--- src/design/rbd_pkg.sv ---
// Package for the ring buffer deque: command and status codes, and the beat
// structs for the command, result and internal result-info paths.
// No dependencies.
package rbd_pkg;

  typedef enum logic [2:0] {
    CMD_PUSH_BACK  = 3'd0,
    CMD_PUSH_FRONT = 3'd1,
    CMD_POP_FRONT  = 3'd2,
    CMD_GET        = 3'd3,
    CMD_CLEAR      = 3'd4
  } cmd_t;

  typedef enum logic [1:0] {
    ST_OK    = 2'd0,
    ST_EMPTY = 2'd1,
    ST_FULL  = 2'd2,
    ST_RANGE = 2'd3
  } status_t;

  typedef struct packed {
    logic [2:0]  command;
    logic [31:0] item_value;
    logic [3:0]  offset;
  } in_beat_t;

  typedef struct packed {
    logic [31:0] read_value;
    logic [1:0]  status;
    logic [4:0]  occupancy;
  } out_beat_t;

  // What the controller decides for one command, before the read data returns.
  typedef struct packed {
    logic        rd_used;
    status_t     status;
    logic [4:0]  occupancy;
  } res_info_t;

endpackage

--- src/design/ring_buffer_deque_top.sv ---
// Ring buffer deque, top level: command register, controller and result register.
// A command waits in the command register until the result register is free.
// Throughput: one command per cycle while out_ready is high; each touches at most
// one entry of the store. Reset clears the head pointer, the entry count and
// both stage valids; the entry store is not cleared and needs no clearing pass.
// Depends on rbd_pkg and rbd_ctrl.
module ring_buffer_deque_top
  import rbd_pkg::*;
#(
  parameter int DEPTH      = 16,
  parameter int DATA_WIDTH = 32
) (
  input  logic      clk,
  input  logic      rst_n,
  input  logic      in_valid,
  output logic      in_ready,
  input  in_beat_t  in_data,
  output logic      out_valid,
  input  logic      out_ready,
  output out_beat_t out_data
);

  logic        stage_valid_r;
  in_beat_t    stage_beat_r;
  logic        out_valid_r;
  res_info_t   out_info_r;
  res_info_t   info_nxt;
  logic [31:0] rd_value;
  logic        out_free, proc_en;

  // The result register frees up when empty or when its beat leaves.
  assign out_free = !out_valid_r || out_ready;
  assign proc_en  = stage_valid_r && out_free;
  assign in_ready = !stage_valid_r || out_free;

  always_ff @(posedge clk) begin
    if (!rst_n) begin
      stage_valid_r <= 1'b0;
      out_valid_r   <= 1'b0;
    end else begin
      if (in_ready) begin
        stage_valid_r <= in_valid;
      end
      if (out_free) begin
        out_valid_r <= stage_valid_r;
      end
    end
  end

  always_ff @(posedge clk) begin
    if (in_valid && in_ready) begin
      stage_beat_r <= in_data;
    end
    if (proc_en) begin
      out_info_r <= info_nxt;
    end
  end

  rbd_ctrl #(
    .DEPTH      (DEPTH),
    .DATA_WIDTH (DATA_WIDTH)
  ) u_ctrl (
    .clk      (clk),
    .rst_n    (rst_n),
    .proc_en  (proc_en),
    .cmd_beat (stage_beat_r),
    .info_nxt (info_nxt),
    .rd_value (rd_value)
  );

  // The store's read register holds while the result waits, since reads only
  // fire with proc_en.
  assign out_valid = out_valid_r;
  assign out_data  = '{
    read_value: (out_info_r.rd_used ? rd_value : 32'd0),
    status:     out_info_r.status,
    occupancy:  out_info_r.occupancy
  };

endmodule

--- src/design/rbd_ram.sv ---
// Generic single-port-write, single-port-read RAM with a registered read.
// No dependencies.
module rbd_ram #(
  parameter int WIDTH = 32,
  parameter int DEPTH = 16
) (
  input  logic                     clk,
  input  logic                     we,
  input  logic [$clog2(DEPTH)-1:0] waddr,
  input  logic [WIDTH-1:0]         wdata,
  input  logic                     re,
  input  logic [$clog2(DEPTH)-1:0] raddr,
  output logic [WIDTH-1:0]         rdata
);

  logic [WIDTH-1:0] mem [DEPTH];
  logic [WIDTH-1:0] rdata_r;

  always_ff @(posedge clk) begin
    if (we) begin
      mem[waddr] <= wdata;
    end
    if (re) begin
      rdata_r <= mem[raddr];
    end
  end

  assign rdata = rdata_r;

endmodule

--- src/design/rbd_ctrl.sv ---
// Deque controller: head pointer, entry count and command decode, driving the
// entry store. Depends on rbd_pkg and rbd_ram.
module rbd_ctrl
  import rbd_pkg::*;
#(
  parameter int DEPTH      = 16,
  parameter int DATA_WIDTH = 32
) (
  input  logic        clk,
  input  logic        rst_n,
  input  logic        proc_en,
  input  in_beat_t    cmd_beat,
  output res_info_t   info_nxt,
  output logic [31:0] rd_value
);

  localparam int PTR_W = $clog2(DEPTH);
  localparam int CNT_W = $clog2(DEPTH + 1);

  logic [PTR_W-1:0]      head_r, head_nxt;
  logic [CNT_W-1:0]      count_r, count_nxt;
  logic                  we, re;
  logic [PTR_W-1:0]      waddr, raddr;
  logic [DATA_WIDTH-1:0] wdata, rdata;
  logic                  full, empty, off_out;
  logic [PTR_W-1:0]      off_ptr, tail_ptr;
  logic [PTR_W+3:0]      off_ext;
  logic [CNT_W+3:0]      off_cmp, cnt_cmp;
  logic [CNT_W+4:0]      occ_ext;
  logic [DATA_WIDTH+31:0] wr_ext;
  logic [DATA_WIDTH+31:0] rd_ext;
  logic                  rd_used;
  status_t               status;

  assign full     = (count_r == CNT_W'(DEPTH));
  assign empty    = (count_r == '0);
  assign off_ext  = {{PTR_W{1'b0}}, cmd_beat.offset};
  assign off_ptr  = off_ext[PTR_W-1:0];
  assign tail_ptr = head_r + count_r[PTR_W-1:0];
  assign off_cmp  = {{CNT_W{1'b0}}, cmd_beat.offset};
  assign cnt_cmp  = {4'b0, count_r};
  assign off_out  = (off_cmp >= cnt_cmp);
  assign wr_ext   = {{DATA_WIDTH{1'b0}}, cmd_beat.item_value};
  assign wdata    = wr_ext[DATA_WIDTH-1:0];

  always_comb begin
    head_nxt  = head_r;
    count_nxt = count_r;
    we        = 1'b0;
    waddr     = tail_ptr;
    raddr     = head_r;
    rd_used   = 1'b0;
    status    = ST_OK;
    case (cmd_t'(cmd_beat.command))
      CMD_PUSH_BACK: begin
        if (full) begin
          status = ST_FULL;
        end else begin
          we        = 1'b1;
          count_nxt = count_r + 1'b1;
        end
      end
      CMD_PUSH_FRONT: begin
        if (full) begin
          status = ST_FULL;
        end else begin
          we        = 1'b1;
          head_nxt  = head_r - 1'b1;
          waddr     = head_r - 1'b1;
          count_nxt = count_r + 1'b1;
        end
      end
      CMD_POP_FRONT: begin
        if (empty) begin
          status = ST_EMPTY;
        end else begin
          rd_used   = 1'b1;
          head_nxt  = head_r + 1'b1;
          count_nxt = count_r - 1'b1;
        end
      end
      CMD_GET: begin
        raddr = head_r + off_ptr;
        if (off_out) begin
          status = ST_RANGE;
        end else begin
          rd_used = 1'b1;
        end
      end
      CMD_CLEAR: begin
        head_nxt  = '0;
        count_nxt = '0;
      end
      default: begin
      end
    endcase
  end

  assign re = proc_en && rd_used;

  always_ff @(posedge clk) begin
    if (!rst_n) begin
      head_r  <= '0;
      count_r <= '0;
    end else if (proc_en) begin
      head_r  <= head_nxt;
      count_r <= count_nxt;
    end
  end

  rbd_ram #(
    .WIDTH (DATA_WIDTH),
    .DEPTH (DEPTH)
  ) u_store (
    .clk   (clk),
    .we    (proc_en && we),
    .waddr (waddr),
    .wdata (wdata),
    .re    (re),
    .raddr (raddr),
    .rdata (rdata)
  );

  assign occ_ext  = {5'b0, count_nxt};
  assign info_nxt = '{rd_used: rd_used, status: status, occupancy: occ_ext[4:0]};
  assign rd_ext   = {32'b0, rdata};
  assign rd_value = rd_ext[31:0];

endmodule
--- config.mk ---
export PLATFORM = sky130hd
export DESIGN_NAME = ring_buffer_deque_top
export DESIGN_NICKNAME = d
export VERILOG_FILES = /design/src/design/rbd_pkg.sv /design/src/design/ring_buffer_deque_top.sv /design/src/design/rbd_ram.sv /design/src/design/rbd_ctrl.sv
export SDC_FILE = /design/constraint.sdc
export NUM_CORES = 1
export LEC_CHECK = 0
export ABC_AREA = 1
export BUFFER_PORTS_ARGS = -buffer_cell sky130_fd_sc_hd__buf_2
export CAP_MARGIN = 20
export CORE_MARGIN = 2
export CORE_UTILIZATION = 35
export DETAILED_ROUTE_END_ITERATION = 10
export GPL_TIMING_DRIVEN = 0
export PLACE_DENSITY = 0.54
export RECOVER_POWER = 25
export SETUP_SLACK_MARGIN = 0.2
export SKIP_LAST_GASP = 1
export SLEW_MARGIN = 40
export SYNTH_ARGS = -nofsm -noshare
export SYNTH_HDL_FRONTEND = slang
export SYNTH_SLANG_ARGS = --single-unit
--- constraint.sdc ---
create_clock -name clk -period 5.42 [get_ports clk]
set_input_delay 0.813 -clock clk [delete_from_list [all_inputs] [get_ports clk]]
set_output_delay 0.813 -clock clk [all_outputs]
set_load 0.05 [all_outputs]
## Word-level counts from Yosys, hierarchy flattened

Memories as Yosys holds them, arrays and structs flattened. A register that Yosys moved wholly into a read port is not among the register bits.
Index checks and enable logic that the tools add are counted.

| storage, ports and cells | value |
|---|---|
| bits in registers | 58 |
| bits in writable memories | 512 |
| input port bits | 43 |
| output and inout bits | 41 |
| memories | 1 |

| cells by class | value |
|---|---|
| add/sub/neg operators | 6 |
| $lt $le $gt $ge | 1 |
| equality and inequality tests | 7 |
| multiplexer cells | 21 |
| reduce and logical (&&, ||, !) cells | 13 |

Memories:

| name | words | width | rd ports | clocked after Yosys merged registers in | write ports | line | text |
|---|---|---|---|---|---|---|---|
| u_ctrl.u_store.mem | 16 | 32 | 1 | 1 | 1 | rbd_ram.sv:16 | `logic [WIDTH-1:0] mem [DEPTH];` |

Operators with widths:

| cell | count |
|---|---|
| $mux W32 | 1 |
| $mux W4 | 5 |
| $pmux W5 S3 | 1 |
| $pmux W4 S3 | 1 |
| $mux W5 | 2 |
| $add A4 B4 Y4 | 2 |
| $mux W1 | 7 |
| $eq A3 B2 Y1 const B | 2 |
| $pmux W2 S3 | 1 |
| $add A5 B1 Y5 const B | 1 |
| $eq A5 B5 Y1 const B | 1 |
| $ge A4 B5 Y1 | 1 |
| $logic_not A5 Y1 | 1 |
| $sub A5 B1 Y5 const B | 1 |
| $add A4 B1 Y4 const B | 1 |
| $logic_and A1 B1 Y1 | 4 |
| $mux W2 | 2 |
| $ne A2 B2 Y1 const B | 2 |
| $reduce_and A4 Y1 | 1 |
| $sub A4 B1 Y4 const B | 1 |
| $eq A3 B1 Y1 const B | 1 |
| $eq A3 B3 Y1 const B | 1 |
| $logic_not A3 Y1 | 1 |
| $reduce_bool A3 Y1 | 1 |
| 4 further kinds | 6 |

## Depth between registers and ports, before layout

Gate-level depths: netlist (run 1).

| logic depth | value |
|---|---|
| word-level depth | 6 |
| gate-level depth with buffers | 13 |
| depth with buffers taken out | 13 |

## Hierarchy

A second synthesis (run 1) with hierarchy kept.

| unflattened totals | value |
|---|---|
| cell total of the unflattened synthesis | 2476 |
| area, all modules | 26347.8 um^2 |

Modules (own cells, without submodules):

| module | instances | cells an instance | area each (um^2) | sequential area each (um^2) |
|---|---|---|---|---|
| rbd_ram | 1 | 2120 | 23050.9 | 16335.7 |
| ring_buffer_deque_top | 1 | 134 | 1824.2 | 1451.4 |
| rbd_ctrl | 1 | 222 | 1472.7 | 180.2 |

## Worst setup path after synthesis (run 1)

Ideal clock, no wire load.

| timing path | value |
|---|---|
| path type | input to register |
| from | input out_ready |
| to | memory u_ctrl.u_store.mem[10][0] (enable) |
| setup time | 421 ps |
| data arrival time | 3065 ps |
| setup slack | 1934 ps |
| cell stages on the path | 7 |
| buffers on the path | 1 |
| path through | inv_1 nand2_1 nand2_1 clkbuf_1 nor3_1 nand3_1 nor2_1 |

| on the way | value |
|---|---|
| longest elaborated chain between the ends | 5 |

Ends and longest elaborated chain:

| element | line | text |
|---|---|---|
| start, declared | ring_buffer_deque_top.sv:19 | `input logic out_ready,` |
| $logic_or A1 B1 Y1 | ring_buffer_deque_top.sv:32 | `assign out_free = !out_valid_r \|\| out_ready;` |
| $logic_and A1 B1 Y1 | ring_buffer_deque_top.sv:33 | `assign proc_en = stage_valid_r && out_free;` |
| $logic_and A1 B1 Y1 | rbd_ctrl.sv:116 | `.we (proc_en && we),` |
| $mux W1 | rbd_ram.sv:20 | `if (we) begin` |
| $mux W1 (not written as such) | rbd_ram.sv:21 | `mem[waddr] <= wdata;` |
| end, declared | rbd_ram.sv:16 |  |

No other way between the ends.

## Final worst setup path (run 1)

| timing path | value |
|---|---|
| from | register u_ctrl.head_r[0] |
| to | register u_ctrl.u_store.rdata_r[29], in the netlist u_ctrl.u_store.rdata[29], read port of u_ctrl.u_store.mem (data pin) |

| on the way | value |
|---|---|
| longest elaborated chain between the ends | 2 |

Ends and longest elaborated chain:

| element | line | text |
|---|---|---|
| start, declared | rbd_ctrl.sv:20 | `logic [PTR_W-1:0] head_r, head_nxt;` |
| start signal, assigned | rbd_ctrl.sv:106 | `head_r <= head_nxt;` |
| $add A4 B4 Y4 | rbd_ctrl.sv:83 | `raddr = head_r + off_ptr;` |
| $mux W4 * | rbd_ctrl.sv:54 | `case (cmd_t'(cmd_beat.command))` |
| end, declared | rbd_ram.sv:17 | `logic [WIDTH-1:0] rdata_r;` |

Mark *: on every way between the ends. The rest lies on a longest branch, timed or not.
A chain may end at the register's enable or synchronous reset.

==> flow_metrics.py, run 1 <==
metrics = {
    "synthesis": {
        "yosysWarnings": 0,
        "synth_most_common_cell": "edfxtp_1",
        "ys_seq_area_share_pct": 68.11,
        "synth_cell_types": 29,
        "avgSynthCellArea_um2": 10.64,
        "yosysTopAreaCell": "edfxtp_1",
        "synth_common_cells": "edfxtp_1 (591), nand3_1 (535), inv_1 (516), nand2_1 (509), buf_2 (85)",
        "synth_top_area_share_pct": 67.27,
        "async_flop_share_pct": 0,
        "synthTopCellsByArea": "edfxtp_1 (67%), nand3_1 (10%), inv_1 (7.3%)",
        "ys.flop_type": "edfxtp_1",
        "synth_cells": 2479,
        "synth_edf_count": 591,
        "synth_area_um2": 26380,
        "synth-seq-cells": 602,
        "syn_nets": 2538,
    },
    "routing": {
        "route.detailed.drc": 0,
        "drtIter0Drc": 1678,
        "drt-vias-per-instance": 4.999,
        "drt_wl_total_um": 79650,
        "vias": 18450,
        "wire_per_inst_um": 21.58,
        "antenna_left": 0,
        "drt_pass1_iterations": 6,
    },
    "setup_path": {
        "worst_ep_required_time_ps": 5770,
        "cp-end-kind": "flip-flop",
        "worstPathMaxFanout": 10,
        "path_buf_inv": 3,
        "worstPathCellList": "ha_1, inv_1, fa_1, xnor2_1, o21ai_0, buf_2, buf_2, nand3_1, nand3_1, nand2_1",
        "crit_type": "flip-flop to flip-flop",
        "max_stage_delay_ps": 550,
        "worstSetupStartpointType": "flip-flop",
        "critPathTopFamily": "buffers and inverters",
        "critPathArrivalTime_ps": 3870,
        "critPathSlowestCell": "buf_2",
    },
    "timing": {
        "rsz0062_at_grt": "false",
        "setup_viol": 0,
        "slew_headroom_pct": 46.96,
        "fmax_mhz": 284.0,
        "min_period_over_period_pct": 64.96,
        "hold_viol": 0,
        "drv_slew": 0,
        "worst_pin_slew_ps": 795.6,
        "fin_crit_ps": 3521,
        "skew_ps": 29.16,
    },
    "die": {
        "rows": 100,
        "io_pins": 84,
        "start_util_pct": 35.38,
        "dieHeight_um": 278.5,
        "fp.dieW_um": 278.5,
        "dieArea_um2": 77580,
        "core_um2": 74570,
    },
    "grt": {
        "antenna_found_initial": 0,
        "grt_pass1_vias": 18420,
        "overflow": 0,
        "grt_max_degree": 26,
        "grtUsageTotal_pct": 20.63,
        "grt_pass1_wl_um": 117600,
    },
    "layout": {
        "nets": 2729,
        "multi_input_area_um2": 5952,
        "final_util_pct": 41.78,
        "layout.cells.non_filler": 3690,
        "syn2layout_area_growth_pct": 18.09,
        "seqCellArea_um2": 17970,
        "diodes": 0,
        "drive_gt1_share_pct": 12.57,
        "fillCellCount": 7047,
    },
    "place": {
        "gp_congestion": 0.8420,
        "numPortBuffers": 83,
        "dp_cells": 3569,
        "post-dp-hpwl_um": 53810,
    },
    "cts": {
        "cts_buffers": 68,
        "clock_latency_ps": 630,
        "cts_tree": "done",
        "cts_root_buf": "clkbuf_16",
        "cts_setup_buffers": 0,
        "clk_pin_slew_ps": 60,
        "cts_hold_buf": 0,
        "cts.htree.levels": 3,
        "clock_path_buffers": 3,
        "cts.sinks": 602,
        "cts_resized": 0,
    },
    "run": {
        "drv_cap": 0,
    },
    "power_and_ir_drop": {
        "ir_worst_vdd_mv": 0.2038,
        "p_comb_share_pct": 8.5,
        "switchingPower_w": 0.002676,
        "power_frac_clock_pct": 41.9,
        "intPower_w": 0.007940,
        "p_seq_share_pct": 49.6,
        "cellPowerDensity_nw_per_um2": 340.8,
        "p_sw_share_pct": 25.21,
        "p_leak_nw": 13.07,
    },
    "outcome": {
        "status": "completed",
    },
    "min_path": {
        "hp-class": "input pin to flip-flop",
    },
}
[placed cells by master (no fill, tap or decap), types with 5 or more instances in the layout]
cell type    n
clkbuf_16   69
nand2_1    509
buf_8       12
edfxtp_1   591
inv_1      515
clkinv_1     8
buf_2      166
dfxtp_1     11
clkbuf_1    46
nand3b_1    64
buf_16      25
ha_1        14
xnor2_1      7
o21ai_0     18
nor2_1      25
nor2_4      16
buf_4       14
nand3_1    535
clkinv_2    12
a21oi_1     14
nand4_1      5
[logic make-up (layout without fill, tap and decap cells)]
logic type	count (synthesis)	count (layout)	synth area share [%]
XOR/XNOR	11	11	0.3652
flip-flops	602	602	68.11
adder cells (fa/ha/maj)	16	16	0.8158
AO/OA/AOI/OAI	41	41	0.8111
buffers and inverters	650	892	9.856
AND/OR/NAND/NOR	1159	1159	20.04
[per-stage QoR]
step                      TNS, ps  setup slack, ps  hold slack (ps)  instance area (µm²)  power (W)
after detailed placement        0             1807            508.6                29040   0.006269
final                           0             1899            364.0                31150    0.01062
after global routing            0             1703            347.6                31150    0.01096
after floorplan                 0             1934            543.8                26380   0.005857
after global placement     -63870           -292.8            494.3                28010   0.006228
after CTS                       0             1975            334.0                31160    0.01069
[power groups by stage]
| stage | Clock, W | Sequential (W) | Combinational, W |
|---|---|---|---|
| 3_3_place_gp | 0 | 0.00536 | 0.000866 |
| 3_5_place_dp | 0 | 0.00536 | 0.000905 |
| 5_1_grt | 0.00470 | 0.00527 | 0.000984 |
| 2_1_floorplan | 0 | 0.00532 | 0.000537 |
| 6_report | 0.00444 | 0.00527 | 0.000907 |
| 4_1_cts | 0.00451 | 0.00527 | 0.000909 |
[worst register-to-register path, delay by kind of cell, from the launching register on]
kind | cells | cell delay (ps)
and+or+nand+nor | 3 | 390
xor gates and xnor gates | 1 | 140
adders and majority gates | 2 | 630
AOI/OAI and AO/OA | 1 | 440
DFF | 1 | 540
buffers and inverters | 3 | 1130
[metal layers]
metal | share of wire (%) | wire length (µm) | vias to the layer above | GRT usage (%)
met1 | 41 | 32880 | 9018 | 27.09
met3 | 7.2 | 5747 | 162 | 2.963
li1 | - | - | 8522 | -
met5 | 0 | 0 | - | 0
met4 | 3.2 | 2566 | 0 | 7.761
met2 | 48 | 38460 | 746 | 34.69
[worst paths after layout]
path | from | end | slack, ps | cells past startpoint
worst max-delay path | u_ctrl.head_r[0] | u_ctrl.u_store.rdata[29] | 1900 | 10
worst min-delay path | in_data[11] | stage_beat_r[11] | 360 | 1
worst max register to register | u_ctrl.head_r[0] | u_ctrl.u_store.rdata[29] | 1900 | 10
worst min register to register | out_valid | out_valid | 520 | 2
[state kept, by name, indices dropped and copies added (netlist names)]
| register | cells |
|---|---|
| out_info_r | 1 |
| out_valid | 1 |
| u_ctrl.u_store.mem | 512 |
| u_ctrl.count_r | 5 |
| stage_beat_r | 39 |
| u_ctrl.head_r | 4 |
| out_data | 7 |
| stage_valid_r | 1 |
| u_ctrl.u_store.rdata | 32 |
[area by class of cell]
type	instances	share of cell area, %
timing repair buffer	121	4.165
tap	969	3.892
sequential	602	57.68
multi-input combinational	1227	19.11
clock buffer	89	5.784
clock inverter	32	1.000
inverter	519	6.262
buffer	131	2.117
No activity file was read; power rests on OpenSTA's default activity.
==> run 2: changes to the inputs <==
Clock period 5.42 ns to 3.5 ns, I/O delays scaled along.
==> run 2 against run 1 <==
Flip-flop and latch count is the same. Total power up 55%. Critical endpoint is now u_ctrl.u_store.mem[15][24]. Register-to-register slack lost 1700 ps. Worst setup slack got worse by 1700 ps. Non-clock buffer count rose by 17. Combinational power rose by 55%. Critical path depth increased by 2. Clock power up 55%.
==> flow_metrics.py, run 2 (same netlist as run 1, synthesis figures left out) <==
metrics = {
    "power_and_ir_drop": {
        "switchingPower_w": 0.004033,
        "intPower_w": 0.01241,
        "cellPowerDensity_nw_per_um2": 526.1,
        "p_leak_nw": 13.15,
        "p_comb_share_pct": 8.6,
        "power_frac_clock_pct": 41.8,
        "p_sw_share_pct": 24.53,
        "ir_worst_vdd_mv": 0.2911,
        "p_seq_share_pct": 49.6,
    },
    "layout": {
        "layout_common_cells": "edfxtp_1 (591), nand3_1 (534), inv_1 (515)",
        "multi_input_area_um2": 5959,
        "seqCellArea_um2": 17970,
        "fillCellCount": 7101,
        "fin_area_um2": 31250,
        "nets": 2748,
        "drive_gt1_share_pct": 13.14,
        "largest_register": "u_ctrl.u_store.mem",
        "syn2layout_area_growth_pct": 18.45,
        "largest_reg_flops": 512,
        "layout_commonest_cell": "edfxtp_1",
    },
    "timing": {
        "fmax_mhz": 304.5,
        "setup_tns_ps": 0,
        "slew_headroom_pct": 47.83,
        "worst_pin_slew_ps": 782.6,
        "rsz0062_at_grt": "true",
        "min_period_over_period_pct": 93.84,
        "hold_viol": 0,
        "fin_crit_ps": 3284,
        "skew_ps": 29.91,
        "drv_slew": 0,
        "setup_viol": 0,
    },
    "setup_path": {
        "critPathArrivalTime_ps": 3590,
        "worstSetupStartpointType": "flip-flop",
        "worstRegToRegCells": 12,
        "worst_ep_required_time_ps": 3800,
        "cp-end-kind": "flip-flop",
        "worstPathMaxFanout": 14,
        "r2r_setup_slack_ps": 220,
        "crit_type": "flip-flop to flip-flop",
    },
    "routing": {
        "antenna_left": 0,
        "route.detailed.drc": 0,
        "wl_met3_um": 5551,
        "routed.top_layer": "met4",
        "vias": 18300,
        "drt-met1-wl_um": 33020,
        "drt-vias-per-instance": 4.944,
        "wl_met2_um": 38190,
        "drt_pass1_iterations": 5,
        "drt_wl_total_um": 79170,
        "drtIter0Drc": 1743,
        "wire_per_inst_um": 21.39,
    },
    "cts": {
        "cts.sinks": 602,
        "cts_root_buf": "clkbuf_16",
        "cts_hold_buf": 0,
        "clock_latency_ps": 630,
        "cts_buffers": 70,
        "clk_pin_slew_ps": 50,
        "cts_tree": "done",
        "cts.htree.levels": 3,
        "clock_path_buffers": 3,
    },
    "min_path": {
        "hp-class": "input pin to flip-flop",
        "holdPathStages": 1,
    },
    "grt": {
        "grt_pass1_wl_um": 116100,
        "grtUsageTotal_pct": 20.39,
        "antenna_found_initial": 0,
        "grt_pass1_vias": 17860,
        "grt_max_degree": 26,
        "overflow": 0,
    },
    "die": {
        "dieHeight_um": 278.5,
        "fp.dieW_um": 278.5,
        "dieArea_um2": 77580,
        "start_util_pct": 35.38,
        "core_um2": 74570,
        "io_pins": 84,
        "rows": 100,
    },
    "place": {
        "gp_congestion": 0.8471,
        "numPortBuffers": 83,
        "post-dp-hpwl_um": 53170,
        "post_dp_cell_area_um2": 28950,
    },
    "outcome": {
        "status": "completed",
    },
    "run": {
        "drv_cap": 0,
    },
}
==> run 2: final timing paths <==
path,from,end
worst max-delay path,u_ctrl.count_r[0],u_ctrl.u_store.mem[15][24]
worst min-delay path,in_data[8],stage_beat_r[8]
worst max register to register,u_ctrl.count_r[0],u_ctrl.u_store.mem[15][24]
worst min register to register,out_valid,out_valid
==> run 2: repair_timing <==
action                     in CTS  in global routing
hold endpoints to repair        0                  0
buffers inserted               10                  9
setup endpoints to repair     160                279
pin swaps                       9                  4
gates resized for setup         1                  8
==> run 2: power groups by stage <==
| stage | Sequential [W] | Combinational, W | Clock, W |
|---|---|---|---|
| after floorplan | 0.00824 | 0.000832 | 0 |
| after global placement | 0.00830 | 0.00134 | 0 |
| after detailed placement | 0.00830 | 0.00140 | 0 |
| after CTS | 0.00815 | 0.00141 | 0.00697 |
| after global routing | 0.00817 | 0.00153 | 0.00727 |
| final | 0.00815 | 0.00141 | 0.00687 |
==> run 2: per-layer routing <==
layer,up-vias,track usage (%)
li1,8554,-
met4,0,6.838
met5,-,0
met3,145,3.308
met1,8923,26.81
met2,681,34.32
==> run 2: area by class of cell <==
type / instances / share of cell area, %
antenna: 1 / 0.008008
buffer: 131 / 2.134
clock buffer: 86 / 5.866
clock inverter: 29 / 0.8609
inverter: 519 / 6.242
multi-input combinational: 1227 / 19.07
sequential: 602 / 57.50
tap: 969 / 3.880
timing repair buffer: 138 / 4.437
==> run 2: critical path: stages (launching register included) <==
cell	delay, ps
dfxtp_1	550
inv_1	160
ha_1	270
nand2_1	80
nor2_1	60
nand2_1	170
nand3_1	110
buf_4	200
o21ai_0	300
nand3_1	390
nor2_4	280
buf_16	190
buf_8	210
==> run 2: per-stage QoR <==
stage	worst slack [ps]	utilization (%)	cells	hold slack, ps	power (W)
after floorplan	44.96	-	2479	543.8	0.009070
after global placement	-2068	37.57	3531	493.9	0.009646
after detailed placement	53.71	38.82	3567	510.1	0.009700
after CTS	207.3	41.74	3692	57.42	0.01653
after global routing	55.32	41.90	3701	63.86	0.01697
final	215.5	41.90	3702	77.51	0.01644
